### src/dsq_pkg.sv
// ============================================================================
// dsq_pkg
// Shared types and constants for the delta-coded sleep queue.
// ============================================================================
package dsq_pkg;

    // command carried on the input beat
    typedef enum logic [1:0] {
        CMD_SLEEP = 2'd0,
        CMD_WAKE  = 2'd1,
        CMD_TICK  = 2'd2,
        CMD_NOP   = 2'd3
    } t_cmd;

    // result status carried on the output beat
    typedef enum logic [1:0] {
        ST_DONE  = 2'd0,
        ST_FULL  = 2'd1,
        ST_WOKEN = 2'd2,
        ST_NONE  = 2'd3
    } t_status;

    // operation of the shared arithmetic unit
    typedef enum logic {
        ALU_ADD = 1'b0,
        ALU_SUB = 1'b1
    } t_alu_op;

    // one result beat
    typedef struct packed {
        logic [7:0] woken_id;
        t_status    status;
        logic       last;
    } t_result;

    // most threads released by one wake command
    localparam logic [4:0] MAX_RESULTS = 5'd16;

endpackage

### src/dsq_alu.sv
// ============================================================================
// dsq_alu
// Shared add/subtract unit with a deadline compare and a zero test.
// ============================================================================
module dsq_alu
    import dsq_pkg::*;
#(
    parameter int TIME_BITS = 32
) (
    input  t_alu_op              i_op,
    input  logic [TIME_BITS-1:0] i_a,
    input  logic [TIME_BITS-1:0] i_b,
    input  logic [TIME_BITS-1:0] i_cmp,
    output logic [TIME_BITS-1:0] o_res,
    output logic                 o_lt,
    output logic                 o_a_zero
);

    // wrapping add or subtract
    always_comb begin
        case (i_op)
            ALU_SUB: o_res = i_a - i_b;
            default: o_res = i_a + i_b;
        endcase
    end

    // deadline falls before the running sum
    assign o_lt     = (i_cmp < o_res);
    assign o_a_zero = (i_a == '0);

endmodule

### src/dsq_ctrl.sv
// ============================================================================
// dsq_ctrl
// Sequencer for the sleep queue: circular entry memory, scan, shift,
// insert, tick and wake, all through one shared arithmetic unit.
// ============================================================================
module dsq_ctrl
    import dsq_pkg::*;
#(
    parameter int QUEUE_DEPTH = 16,
    parameter int TIME_BITS   = 32
) (
    input  logic        i_clk,
    input  logic        i_rst_n,
    input  logic        i_in_valid,
    output logic        o_in_ready,
    input  t_cmd        i_cmd,
    input  logic [7:0]  i_thread_id,
    input  logic [31:0] i_duration,
    input  logic        i_out_free,
    output logic        o_emit,
    output t_result     o_result
);

    localparam int AW = $clog2(QUEUE_DEPTH);
    localparam int CW = $clog2(QUEUE_DEPTH + 1);
    localparam int WW = TIME_BITS + 8;
    localparam logic [AW:0]   DEPTH_S = (AW + 1)'(QUEUE_DEPTH);
    localparam logic [CW-1:0] DEPTH_C = CW'(QUEUE_DEPTH);

    typedef enum logic [12:0] {
        S_IDLE    = 13'b0000000000001,
        S_SCAN_RD = 13'b0000000000010,
        S_SCAN_EV = 13'b0000000000100,
        S_NDIFF   = 13'b0000000001000,
        S_SH_RD   = 13'b0000000010000,
        S_SH_WR   = 13'b0000000100000,
        S_INS     = 13'b0000001000000,
        S_TK_RD   = 13'b0000010000000,
        S_TK_EV   = 13'b0000100000000,
        S_WK_RD   = 13'b0001000000000,
        S_WK_EV   = 13'b0010000000000,
        S_WK_END  = 13'b0100000000000,
        S_DONE    = 13'b1000000000000
    } t_state;

    // logical queue position to memory address, head based ring
    function automatic logic [AW-1:0] f_phys(input logic [AW-1:0] head,
                                             input logic [AW-1:0] pos);
        logic [AW:0] s;
        s = {1'b0, head} + {1'b0, pos};
        if (s >= DEPTH_S) begin
            s = s - DEPTH_S;
        end
        return s[AW-1:0];
    endfunction

    t_state              r_state, n_state;
    logic [CW-1:0]       r_count, n_count;
    logic [AW-1:0]       r_head, n_head;
    logic [AW-1:0]       r_i, n_i;
    logic [AW-1:0]       r_pos, n_pos;
    logic [AW-1:0]       r_j, n_j;
    logic [4:0]          r_k, n_k;
    logic [TIME_BITS-1:0] r_sum, n_sum;
    logic [TIME_BITS-1:0] r_nd, n_nd;
    logic [TIME_BITS-1:0] r_dur, n_dur;
    logic [7:0]          r_id, n_id;
    t_status             r_status, n_status;
    logic                r_pend, n_pend;
    logic [7:0]          r_pend_id, n_pend_id;

    // entry memory, one word per sleeper: id above delta
    logic [WW-1:0]       r_mem [QUEUE_DEPTH];
    logic [WW-1:0]       r_rd_word;
    logic                rd_en, wr_en;
    logic [AW-1:0]       rd_addr, wr_addr;
    logic [WW-1:0]       wr_word;

    logic [7:0]          rid;
    logic [TIME_BITS-1:0] rdelta;
    logic [AW-1:0]       count_a;
    logic [AW-1:0]       jm1;

    t_alu_op             alu_op;
    logic [TIME_BITS-1:0] alu_a, alu_b, alu_res;
    logic                alu_lt, alu_a_zero;

    assign rid     = r_rd_word[WW-1:TIME_BITS];
    assign rdelta  = r_rd_word[TIME_BITS-1:0];
    assign count_a = r_count[AW-1:0];
    assign jm1     = r_j - AW'(1);

    assign o_in_ready = (r_state == S_IDLE);

    // memory with registered read
    always_ff @(posedge i_clk) begin
        if (wr_en) begin
            r_mem[wr_addr] <= wr_word;
        end
        if (rd_en) begin
            r_rd_word <= r_mem[rd_addr];
        end
    end

    // operand select for the shared unit
    always_comb begin
        alu_op = ALU_ADD;
        alu_a  = rdelta;
        alu_b  = r_sum;
        unique case (r_state)
            S_NDIFF: begin
                alu_op = ALU_SUB;
                alu_a  = r_dur;
                alu_b  = r_sum;
            end
            S_SH_WR: begin
                alu_op = ALU_SUB;
                alu_b  = r_nd;
            end
            S_TK_EV: begin
                alu_op = ALU_SUB;
                alu_b  = TIME_BITS'(1);
            end
            default: begin
                alu_op = ALU_ADD;
            end
        endcase
    end

    dsq_alu #(
        .TIME_BITS (TIME_BITS)
    ) u_alu (
        .i_op     (alu_op),
        .i_a      (alu_a),
        .i_b      (alu_b),
        .i_cmp    (r_dur),
        .o_res    (alu_res),
        .o_lt     (alu_lt),
        .o_a_zero (alu_a_zero)
    );

    // sequencer
    always_comb begin
        n_state   = r_state;
        n_count   = r_count;
        n_head    = r_head;
        n_i       = r_i;
        n_pos     = r_pos;
        n_j       = r_j;
        n_k       = r_k;
        n_sum     = r_sum;
        n_nd      = r_nd;
        n_dur     = r_dur;
        n_id      = r_id;
        n_status  = r_status;
        n_pend    = r_pend;
        n_pend_id = r_pend_id;
        rd_en     = 1'b0;
        rd_addr   = r_head;
        wr_en     = 1'b0;
        wr_addr   = r_head;
        wr_word   = {r_id, r_nd};
        o_emit    = 1'b0;
        o_result  = '{woken_id: 8'd0, status: r_status, last: 1'b1};

        unique case (r_state)
            S_IDLE: begin
                if (i_in_valid) begin
                    n_id     = i_thread_id;
                    n_dur    = TIME_BITS'(i_duration);
                    n_status = ST_DONE;
                    unique case (i_cmd)
                        CMD_SLEEP: begin
                            n_i   = '0;
                            n_sum = '0;
                            n_pos = '0;
                            if (r_count == DEPTH_C) begin
                                n_status = ST_FULL;
                                n_state  = S_DONE;
                            end else if (r_count == '0) begin
                                n_state = S_NDIFF;
                            end else begin
                                n_state = S_SCAN_RD;
                            end
                        end
                        CMD_WAKE: begin
                            n_k     = '0;
                            n_pend  = 1'b0;
                            n_state = S_WK_RD;
                        end
                        CMD_TICK: begin
                            n_state = (r_count == '0) ? S_DONE : S_TK_RD;
                        end
                        default: begin
                            n_state = S_DONE;
                        end
                    endcase
                end
            end
            // walk the running sum until the deadline falls before it
            S_SCAN_RD: begin
                rd_en   = 1'b1;
                rd_addr = f_phys(r_head, r_i);
                n_state = S_SCAN_EV;
            end
            S_SCAN_EV: begin
                if (alu_lt) begin
                    n_pos   = r_i;
                    n_state = S_NDIFF;
                end else begin
                    n_sum = alu_res;
                    if (CW'(r_i) + CW'(1) == r_count) begin
                        n_pos   = count_a;
                        n_state = S_NDIFF;
                    end else begin
                        n_i     = r_i + AW'(1);
                        n_state = S_SCAN_RD;
                    end
                end
            end
            // delta of the new entry against the one before it
            S_NDIFF: begin
                n_nd    = alu_res;
                n_j     = count_a;
                n_state = (r_pos == count_a) ? S_INS : S_SH_RD;
            end
            // move entries one place toward the tail, last one first
            S_SH_RD: begin
                rd_en   = 1'b1;
                rd_addr = f_phys(r_head, jm1);
                n_state = S_SH_WR;
            end
            S_SH_WR: begin
                wr_en   = 1'b1;
                wr_addr = f_phys(r_head, r_j);
                wr_word = {rid, (jm1 == r_pos) ? alu_res : rdelta};
                n_j     = jm1;
                n_state = (jm1 == r_pos) ? S_INS : S_SH_RD;
            end
            S_INS: begin
                wr_en   = 1'b1;
                wr_addr = f_phys(r_head, r_pos);
                wr_word = {r_id, r_nd};
                n_count = r_count + CW'(1);
                n_state = S_DONE;
            end
            // saturating decrement of the head delta
            S_TK_RD: begin
                rd_en   = 1'b1;
                n_state = S_TK_EV;
            end
            S_TK_EV: begin
                if (!alu_a_zero) begin
                    wr_en   = 1'b1;
                    wr_word = {rid, alu_res};
                end
                n_state = S_DONE;
            end
            // pop ready heads, one result held back to mark the last beat
            S_WK_RD: begin
                if (r_k == MAX_RESULTS || r_count == '0) begin
                    n_state = S_WK_END;
                end else begin
                    rd_en   = 1'b1;
                    n_state = S_WK_EV;
                end
            end
            S_WK_EV: begin
                if (alu_a_zero) begin
                    if (!r_pend || i_out_free) begin
                        o_emit    = r_pend;
                        o_result  = '{woken_id: r_pend_id, status: ST_WOKEN, last: 1'b0};
                        n_pend    = 1'b1;
                        n_pend_id = rid;
                        n_head    = f_phys(r_head, AW'(1));
                        n_count   = r_count - CW'(1);
                        n_k       = r_k + 5'd1;
                        n_state   = S_WK_RD;
                    end
                end else begin
                    n_state = S_WK_END;
                end
            end
            S_WK_END: begin
                if (i_out_free) begin
                    o_emit = 1'b1;
                    if (r_pend) begin
                        o_result = '{woken_id: r_pend_id, status: ST_WOKEN, last: 1'b1};
                    end else begin
                        o_result = '{woken_id: 8'd0, status: ST_NONE, last: 1'b1};
                    end
                    n_state = S_IDLE;
                end
            end
            S_DONE: begin
                if (i_out_free) begin
                    o_emit  = 1'b1;
                    n_state = S_IDLE;
                end
            end
            default: begin
                n_state = S_IDLE;
            end
        endcase
    end

    // control state
    always_ff @(posedge i_clk) begin
        if (!i_rst_n) begin
            r_state <= S_IDLE;
            r_count <= '0;
            r_head  <= '0;
        end else begin
            r_state <= n_state;
            r_count <= n_count;
            r_head  <= n_head;
        end
    end

    // working registers
    always_ff @(posedge i_clk) begin
        r_i       <= n_i;
        r_pos     <= n_pos;
        r_j       <= n_j;
        r_k       <= n_k;
        r_sum     <= n_sum;
        r_nd      <= n_nd;
        r_dur     <= n_dur;
        r_id      <= n_id;
        r_status  <= n_status;
        r_pend    <= n_pend;
        r_pend_id <= n_pend_id;
    end

    a_head_range: assert property (@(posedge i_clk) disable iff (!i_rst_n)
        {1'b0, r_head} < DEPTH_S)
        else $error("head pointer out of range");

    a_count_range: assert property (@(posedge i_clk) disable iff (!i_rst_n)
        r_count <= DEPTH_C)
        else $error("sleeper count above depth");

    a_emit_free: assert property (@(posedge i_clk) disable iff (!i_rst_n)
        o_emit |-> i_out_free)
        else $error("result issued into a busy output register");

    a_ins_grow: assert property (@(posedge i_clk) disable iff (!i_rst_n)
        (r_state == S_INS) |=> (r_count == $past(r_count) + CW'(1)))
        else $error("insert did not grow the queue by one");

    a_wake_limit: assert property (@(posedge i_clk) disable iff (!i_rst_n)
        (r_state == S_WK_RD) |-> (r_k <= MAX_RESULTS))
        else $error("wake released too many threads");

endmodule

### src/delta_sleep_queue_top.sv
// ============================================================================
// delta_sleep_queue_top
// Ordered queue of sleeping thread ids with delta-coded deadlines.
// ============================================================================
// Input beats (s side) carry a command on tuser: sleep, wake or tick. A
// sleep beat inserts thread_id after every sleeper due at or before its
// duration; if the queue is full the beat is dropped with a full status.
// A tick lowers the head delta by one, stopping at zero. A wake releases
// up to 16 sleepers whose remaining time is zero, one result beat each,
// tlast on the final one, or a single none-ready beat.
// Output beats (m side): woken id on tdata, status on tuser, tlast.
// One command is taken at a time; tready is low while it is worked on.
// A sleep reads and weighs each scanned entry in turn, then reads and
// rewrites each entry it moves, then writes the new entry; a tick reads
// and rewrites the head; a wake reads and pops each released thread in
// turn. Each command ends in the done or wake-end state; then the idle
// state takes the next beat. The single-ported entry memory with a
// registered read and the one shared adder set this step order.
// Results leave through an output register; a stalled receiver holds the
// sequencer at its next result. Reset empties the queue at once.
// ============================================================================
module delta_sleep_queue_top
    import dsq_pkg::*;
#(
    parameter int QUEUE_DEPTH = 16,
    parameter int TIME_BITS   = 32
) (
    input  logic        i_clk,
    input  logic        i_rst_n,
    input  logic        i_s_tvalid,
    output logic        o_s_tready,
    input  logic [39:0] i_s_tdata,   // thread_id[7:0], duration[39:8]
    input  logic [1:0]  i_s_tuser,   // cmd[1:0]
    output logic        o_m_tvalid,
    input  logic        i_m_tready,
    output logic [7:0]  o_m_tdata,   // woken_id[7:0]
    output logic [1:0]  o_m_tuser,   // status[1:0]
    output logic        o_m_tlast
);

    logic    r_out_valid;
    t_result r_out;
    logic    out_free;
    logic    emit;
    t_result result;

    assign out_free = !r_out_valid || i_m_tready;

    dsq_ctrl #(
        .QUEUE_DEPTH (QUEUE_DEPTH),
        .TIME_BITS   (TIME_BITS)
    ) u_ctrl (
        .i_clk       (i_clk),
        .i_rst_n     (i_rst_n),
        .i_in_valid  (i_s_tvalid),
        .o_in_ready  (o_s_tready),
        .i_cmd       (t_cmd'(i_s_tuser)),
        .i_thread_id (i_s_tdata[7:0]),
        .i_duration  (i_s_tdata[39:8]),
        .i_out_free  (out_free),
        .o_emit      (emit),
        .o_result    (result)
    );

    // output register valid
    always_ff @(posedge i_clk) begin
        if (!i_rst_n) begin
            r_out_valid <= 1'b0;
        end else if (emit) begin
            r_out_valid <= 1'b1;
        end else if (i_m_tready) begin
            r_out_valid <= 1'b0;
        end
    end

    // output register payload
    always_ff @(posedge i_clk) begin
        if (emit) begin
            r_out <= result;
        end
    end

    assign o_m_tvalid = r_out_valid;
    assign o_m_tdata  = r_out.woken_id;
    assign o_m_tuser  = r_out.status;
    assign o_m_tlast  = r_out.last;

endmodule

### config.mk
export PLATFORM = sky130hd
export DESIGN_NAME = delta_sleep_queue_top
export DESIGN_NICKNAME = d
export VERILOG_FILES = /design/src/dsq_pkg.sv /design/src/dsq_alu.sv /design/src/dsq_ctrl.sv /design/src/delta_sleep_queue_top.sv
export SDC_FILE = /design/constraint.sdc
export NUM_CORES = 1
export LEC_CHECK = 0
export ABC_CLOCK_PERIOD_IN_PS = 14720
export BUFFER_PORTS_ARGS = -buffer_cell sky130_fd_sc_hd__buf_4
export CELL_PAD_IN_SITES_DETAIL_PLACEMENT = 1
export CELL_PAD_IN_SITES_GLOBAL_PLACEMENT = 2
export CORE_MARGIN = 10
export CORE_UTILIZATION = 46
export CTS_BUF_LIST = sky130_fd_sc_hd__clkbuf_4
export DETAILED_ROUTE_END_ITERATION = 7
export GPL_TIMING_DRIVEN = 0
export PLACE_DENSITY_LB_ADDON = 0.12
export SLEW_MARGIN = 25
export SYNTH_ARGS = -nofsm -noshare
export SYNTH_HDL_FRONTEND = slang
export SYNTH_SLANG_ARGS = --single-unit
### constraint.sdc
create_clock -name i_clk -period 14.72 [get_ports i_clk]
set_input_delay 1.472 -clock i_clk [delete_from_list [all_inputs] [get_ports i_clk]]
set_output_delay 1.472 -clock i_clk [all_outputs]
set_load 0.05 [all_outputs]
# --- Word-level counts from Yosys, hierarchy flattened ---
# Memories as Yosys holds them, arrays and structs flattened. A register that Yosys moved wholly into a read port is not among the register bits.
# Cells that the tools add are included.
totals:
  ff_bits: 166
  elab_cells: 171
  mem_bits_rw: 640
  mem_count: 1
  in_bits: 46
  out_inout_bits: 13
classes:
  mux: 72
  order_cmp: 6
  add_sub_neg: 18
  n_reduce_logical: 26
  eq_ne: 30
mem_list:
  columns: ["name", "words", "width", "read_ports", "rd_ports_with_merged_regs", "write_ports", "line", "text"]
  rows:
  - ["u_ctrl.r_mem", 16, 40, 1, 1, 1, "dsq_ctrl.sv:73", "logic [WW-1:0] r_mem [QUEUE_DEPTH];"]
op_table:
  columns: ["cell", "n"]
  rows:
  - ["32-bit 2-to-1 mux", 6]
  - ["13-bit case mux with 11 select lines", 1]
  - ["32-bit case mux with 2 select lines", 2]
  - ["13-bit 2-to-1 mux", 7]
  - ["40-bit case mux with 2 select lines", 1]
  - ["4-bit 2-to-1 mux", 13]
  - ["11-bit 2-to-1 mux", 4]
  - ["40-bit 2-to-1 mux", 1]
  - ["4-bit case mux with 2 select lines", 5]
  - ["13-bit case mux with 3 select lines", 1]
  - ["32-bit adder", 1]
  - ["32-bit logical NOT", 1]
  - ["32-bit < comparator", 1]
  - ["32-bit subtractor", 1]
  - ["5-bit 2-to-1 mux", 6]
  - ["5-bit >= comparator (second input constant)", 5]
  - ["4-bit by 1-bit subtractor with 4-bit output (second input constant)", 6]
  - ["11-bit case mux with 2 select lines", 1]
  - ["4-bit by 4-bit adder with 5-bit output", 4]
  - ["5-bit case mux with 2 select lines", 2]
  - ["1-bit 2-to-1 mux", 15]
  - ["7-bit 2-to-1 mux", 2]
  - ["13-bit by 1-bit equality test with 1-bit output (second input constant)", 1]
  - ["13-bit by 10-bit equality test with 1-bit output (second input constant)", 1]
  - ["other kinds (37)", 64]

# --- Logic depth before layout (Yosys ltp) ---
depth:
  word_depth: 7
  ltp_mapped: 39

# --- By module ---
# A second synthesis with hierarchy kept.
unflattened:
  cells_unflattened: 2916
  area_unflattened_um2: 43078.8
by_module_without_submodules:
  columns: ["mod", "instances", "area_per_inst_um2", "cells_per_inst"]
  rows:
  - ["dsq_ctrl", 1, 39586.7, 2473]
  - ["dsq_alu", 1, 3113.0, 428]
  - ["delta_sleep_queue_top", 1, 379.1, 15]

# --- Worst setup path before layout ---
# Ideal clock, no wire load.
synth_timing:
  path_kind: "register -> register"
  startpoint: "register u_ctrl.r_state[0]"
  endpoint: "register u_ctrl.r_sum[0], enable pin"
  period_less_slack_ns: 10.375
  arrival_time_ns: 9.909
  t_required_ns: 14.254
  path_stages_with_launch: 35
  path_slack_ns: 4.345
  path_cell_list: "dfxtp_1 -> nor4_1 -> and4_1 -> clkbuf_1 -> clkbuf_1 -> clkbuf_1 -> buf_1 -> clkbuf_1 -> nand2_1 -> nand3_1 -> inv_1 -> ha_1 -> o311ai_0 -> nor3_1 -> nor2_1 -> xor2_1 -> a22oi_1 -> ha_1 -> and3_1 -> nand3_1 -> a2111o_1 -> a31oi_1 -> a21oi_1 -> xor2_1 -> ha_1 -> and3_1 -> and3_1 -> nand2_1 -> o311ai_0 -> o22ai_1 -> and2_1 -> o311a_1 -> a2111oi_4 -> nor2_2 -> o21ai_0"
synth_between:
  elab_chain_cells: 7
  elab_cells_between_ends: 18
  classes_between: "add/sub: 2; order compare: 1; eq/ne: 8; mux: 4; reduce/logical: 3"
synth_rtl:
  columns: ["item", "line", "text"]
  rows:
  - ["from (decl)", "dsq_ctrl.sv:57", "t_state r_state, n_state;"]
  - ["from (signal assigned)", "dsq_ctrl.sv:314", "r_state <= n_state;"]
  - ["13-bit by 9-bit equality test with 1-bit output, or another cell as far along", "dsq_ctrl.sv:110", "unique case (r_state)"]
  - ["32-bit case mux with 2 select lines, or another cell as far along", "dsq_ctrl.sv:110", null]
  - ["32-bit adder, or another cell as far along", "dsq_alu.sv:23", "default: o_res = i_a + i_b;"]
  - ["32-bit 2-to-1 mux", "dsq_alu.sv:21", "case (i_op)"]
  - ["32-bit < comparator", "dsq_alu.sv:28", "assign o_lt = (i_cmp < o_res);"]
  - ["2-bit inequality test (no line)", null, null]
  - ["4-bit AND reduction (no line) (*)", null, null]
  - ["to (signal assigned)", "dsq_ctrl.sv:326", "r_sum <= n_sum;"]
  - ["to (decl)", "dsq_ctrl.sv:64", "logic [TIME_BITS-1:0] r_sum, n_sum;"]
# Mark *: on every way between the ends. The rest lies on a longest branch, timed or not.
# A chain may end at the register's enable or synchronous reset.

# --- Final worst setup path ---
layout_timing:
  startpoint: "register u_ctrl.r_state[0]"
  endpoint: "register u_ctrl.r_sum[25], enable pin"
# The elaborated chain is that of the path after synthesis.

==> flow_summary.json <==
{
  "outcome": "finished, final reports clean",
  "row_count": 105,
  "yosysSeqAreaShare_pct": 65.8,
  "synth_edf_count": 822,
  "cellLeakagePower_nw": 15.4,
  "nNetsFinal": 3537,
  "antenna_found_initial": 4,
  "hold_start": "u_ctrl.r_rd_word[32]$_DFFE_PP_",
  "clock-sinks": 845,
  "grt_pass1_wl_um": 181000,
  "vias": 27433,
  "ys_ff_latch": 845,
  "post-cts-setup-buffer-count": 0,
  "multi_input_area_sq_um": 12300,
  "regArea_sq_um": 25100,
  "grt_start_max_net_pins": 42,
  "viasPerCell": 5.91,
  "setup_viol": 0,
  "fin_crit_ns": 13.08,
  "max_stage_delay_ns": 0.87,
  "hold_end": "u_ctrl.r_pend_id[0]$_DFFE_PP_",
  "fin_setup_tns_ns": 0,
  "detailedRoute.firstPassIterationCount": 7,
  "synth-main-ff-cell": "edfxtp_1",
  "dpl-instance-area_sq_um": 40900,
  "ant_nets": 0,
  "synthArstFlopShare_pct": 0,
  "numCtsBuffers": 215,
  "hold_class": "register to register",
  "ir_worst_vdd_mv": 0.0785,
  "rsz0062_at_grt": "no",
  "final.setup.worst_slack_ns": 1.64,
  "postCtsHoldBufs": 0,
  "clk_latency_ns": 1.14,
  "crit_family": "compound AO/OA/AOI/OAI gates",
  "reg2reg_slack_ns": 1.64,
  "cts-htree-levels": 4,
  "grt_pass1_vias": 29008,
  "core-area_sq_um": 82200,
  "hold_viol": 0,
  "final_max_slew_viol_count": 0,
  "wl_per_cell_um": 26.2,
  "path_clk_slew_ns": 0.07,
  "overflow": 0,
  "final_common_cell": "edfxtp_1",
  "worstPathMaxFanout": 20,
  "syn_area_sq_um": 38200,
  "drv_cap": 0,
  "clock_skew_ns": 0.0996,
  "fillCellCount": 8579,
  "worstPathRequired_ns": 15.53,
  "port-buffer-count": 58,
  "clk_root_buffer_cell": "clkbuf_4",
  "worstMarginPinSlew_ns": 1.01,
  "cp.depth": 35,
  "holdPathStages": 0,
  "drtIter0Drc": 2243,
  "clk_path_buf_depth": 3,
  "max_freq_ghz": 0.0764,
  "relSlewSlack_pct": 32.9,
  "initial_utilization_pct": 46.5,
  "critPathArrivalTime_ns": 13.89,
  "cpMaxStageDelayCell": "nor4_1",
  "reg2reg_depth": 35,
  "r2r_start": "u_ctrl.r_state[0]$_SDFFE_PN1P_",
  "powerDensity_nw_per_um2": 116,
  "synth_fp_nets": 3215,
  "area_growth_pct": 14.2,
  "die_area_sq_um": 95000,
  "synth.distinct_cells": 75,
  "route.detailed.drc": 0,
  "synth_area_per_cell_sq_um": 12.4,
  "post-place-ws_ns": 1.92,
  "routabilityCongestion": 0.936,
  "synth_warnings": 0,
  "cpMostUsedCell": "clkbuf_1",
  "num_io_pins": 59,
  "routed_wl_um": 122000,
  "layout_worst_path_cycle_share_pct": 88.9,
  "synthCells": 3089,
  "layout_common_cells": "822 x edfxtp_1, 525 x nand2_1, 288 x clkbuf_4, 210 x a211oi_1, 174 x and2_1",
  "cts_tree": "yes",
  "grt_use_total_pct": 25.5,
  "cp-end-kind": "register",
  "dpl.hpwl_um": 88300,
  "crit_path_start_kind": "register",
  "final_util_pct": 53.1,
  "fp.dieW_um": 308,
  "fin_area_sq_um": 43700,
  "crit_type": "register to register",
  "cts-resized-gates": 0,
  "reg2reg_to": "u_ctrl.r_sum[25]$_SDFFCE_PP0P_",
  "cp_num_buf_inv": 7,
  "layout-drive-gt1-share_pct": 14.7,
  "dieHeight_um": 308
}
==> power by group <==
group / internal, W / switching, W
combinational: 0.000104 / 0.000228
sequential: 0.00267 / 0.0000386
clock: 0.00102 / 0.000999
total: 0.00380 / 0.00126
==> sequential cells by signal (all words and copies together), names as in the netlist, 8 cells and up <==
signal            cells
o_m_tdata             8
u_ctrl.r_dur         32
u_ctrl.r_id           8
u_ctrl.r_mem        640
u_ctrl.r_nd          32
u_ctrl.r_pend_id      8
u_ctrl.r_rd_word     40
u_ctrl.r_state       13
u_ctrl.r_sum         32
==> worst reg2reg max path: cells and delay by family (launching register included) <==
kind	cells	cell delay (ns)
AOI/OAI and AO/OA	10	3.79
xor gates and xnor gates	2	0.87
adders and majority gates	3	0.94
buffers and inverters	7	3.39
DFF	1	0.37
and+or+nand+nor	13	3.42
==> Yosys cell counts, drive strengths merged (17+ instances only) <==
cell type	number	area, sq um
a22oi	48	360
ha	76	951
xor2	36	315
edfxtp	822	24700
a311oi	81	709
nand4	17	106
nand3	27	135
a211oi	211	1590
and3	29	181
nor2	125	472
xnor2	50	438
inv	67	251
a31oi	89	557
o21ai	90	450
clkbuf	162	608
a21oi	165	830
buf	21	97.6
nand2	525	1970
and2	181	1130
nor3	28	140
nor4	23	150
dfxtp	23	460
==> worst max path at each step <==
stage	end	startpoint
6_report	u_ctrl.r_sum[25]$_SDFFCE_PP0P_	u_ctrl.r_state[0]$_SDFFE_PN1P_
5_1_grt	u_ctrl.r_sum[25]$_SDFFCE_PP0P_	u_ctrl.r_state[0]$_SDFFE_PN1P_
4_1_cts	u_ctrl.r_sum[25]$_SDFFCE_PP0P_	u_ctrl.r_state[0]$_SDFFE_PN1P_
3_5_place_dp	u_ctrl.r_sum[25]$_SDFFCE_PP0P_	u_ctrl.r_state[0]$_SDFFE_PN1P_
3_3_place_gp	u_ctrl.r_sum[25]$_SDFFCE_PP0P_	u_ctrl.r_state[0]$_SDFFE_PN1P_
2_1_floorplan	u_ctrl.r_sum[0]$_SDFFCE_PP0P_	u_ctrl.r_state[0]$_SDFFE_PN1P_
==> metrics by stage <==
step | hold slack (ns) | cells | power [W]
2_1_floorplan | 0.422 | 3089 | 0.00295
3_3_place_gp | 0.440 | 4217 | 0.00307
3_5_place_dp | 0.440 | 4264 | 0.00309
4_1_cts | 0.396 | 4632 | 0.00512
5_1_grt | 0.400 | 4639 | 0.00528
6_report | 0.453 | 4639 | 0.00507
==> kinds of logic (layout without fill, tap and decap cells) <==
kind of cell / after synthesis / count (layout) / synth area share [%]
and+or+nand+nor: 1019 / 1019 / 12.4
xor gates and xnor gates: 86 / 86 / 1.97
buffers and inverters: 250 / 723 / 2.50
adders and majority gates: 80 / 80 / 2.70
DFF: 845 / 845 / 65.8
other: 0 / 7 / 0
muxes: 20 / 20 / 0.553
AOI/OAI and AO/OA: 789 / 789 / 14.1
==> routing by layer <==
| metal | wire length, um | vias up | track usage, % |
|---|---|---|---|
| met5 | 12 | - | 0 |
| met4 | 4110 | 2 | 10.6 |
| met3 | 6960 | 244 | 4.33 |
| met2 | 58200 | 929 | 41.9 |
| met1 | 52300 | 13778 | 33.2 |
| li1 | - | 12480 | - |
==> final cells by class <==
class / count / area share [%]
inverters: 67 / 0.576
diodes: 7 / 0.0401
well taps: 1070 / 3.07
repair buffers: 105 / 2.59
clock buffers: 288 / 4.95
plain buffers: 183 / 1.64
flip-flops and latches: 845 / 57.6
multi-input cells: 1994 / 28.2
clock inverters: 80 / 1.31
Note: power is estimated with default switching activity, not from simulation.
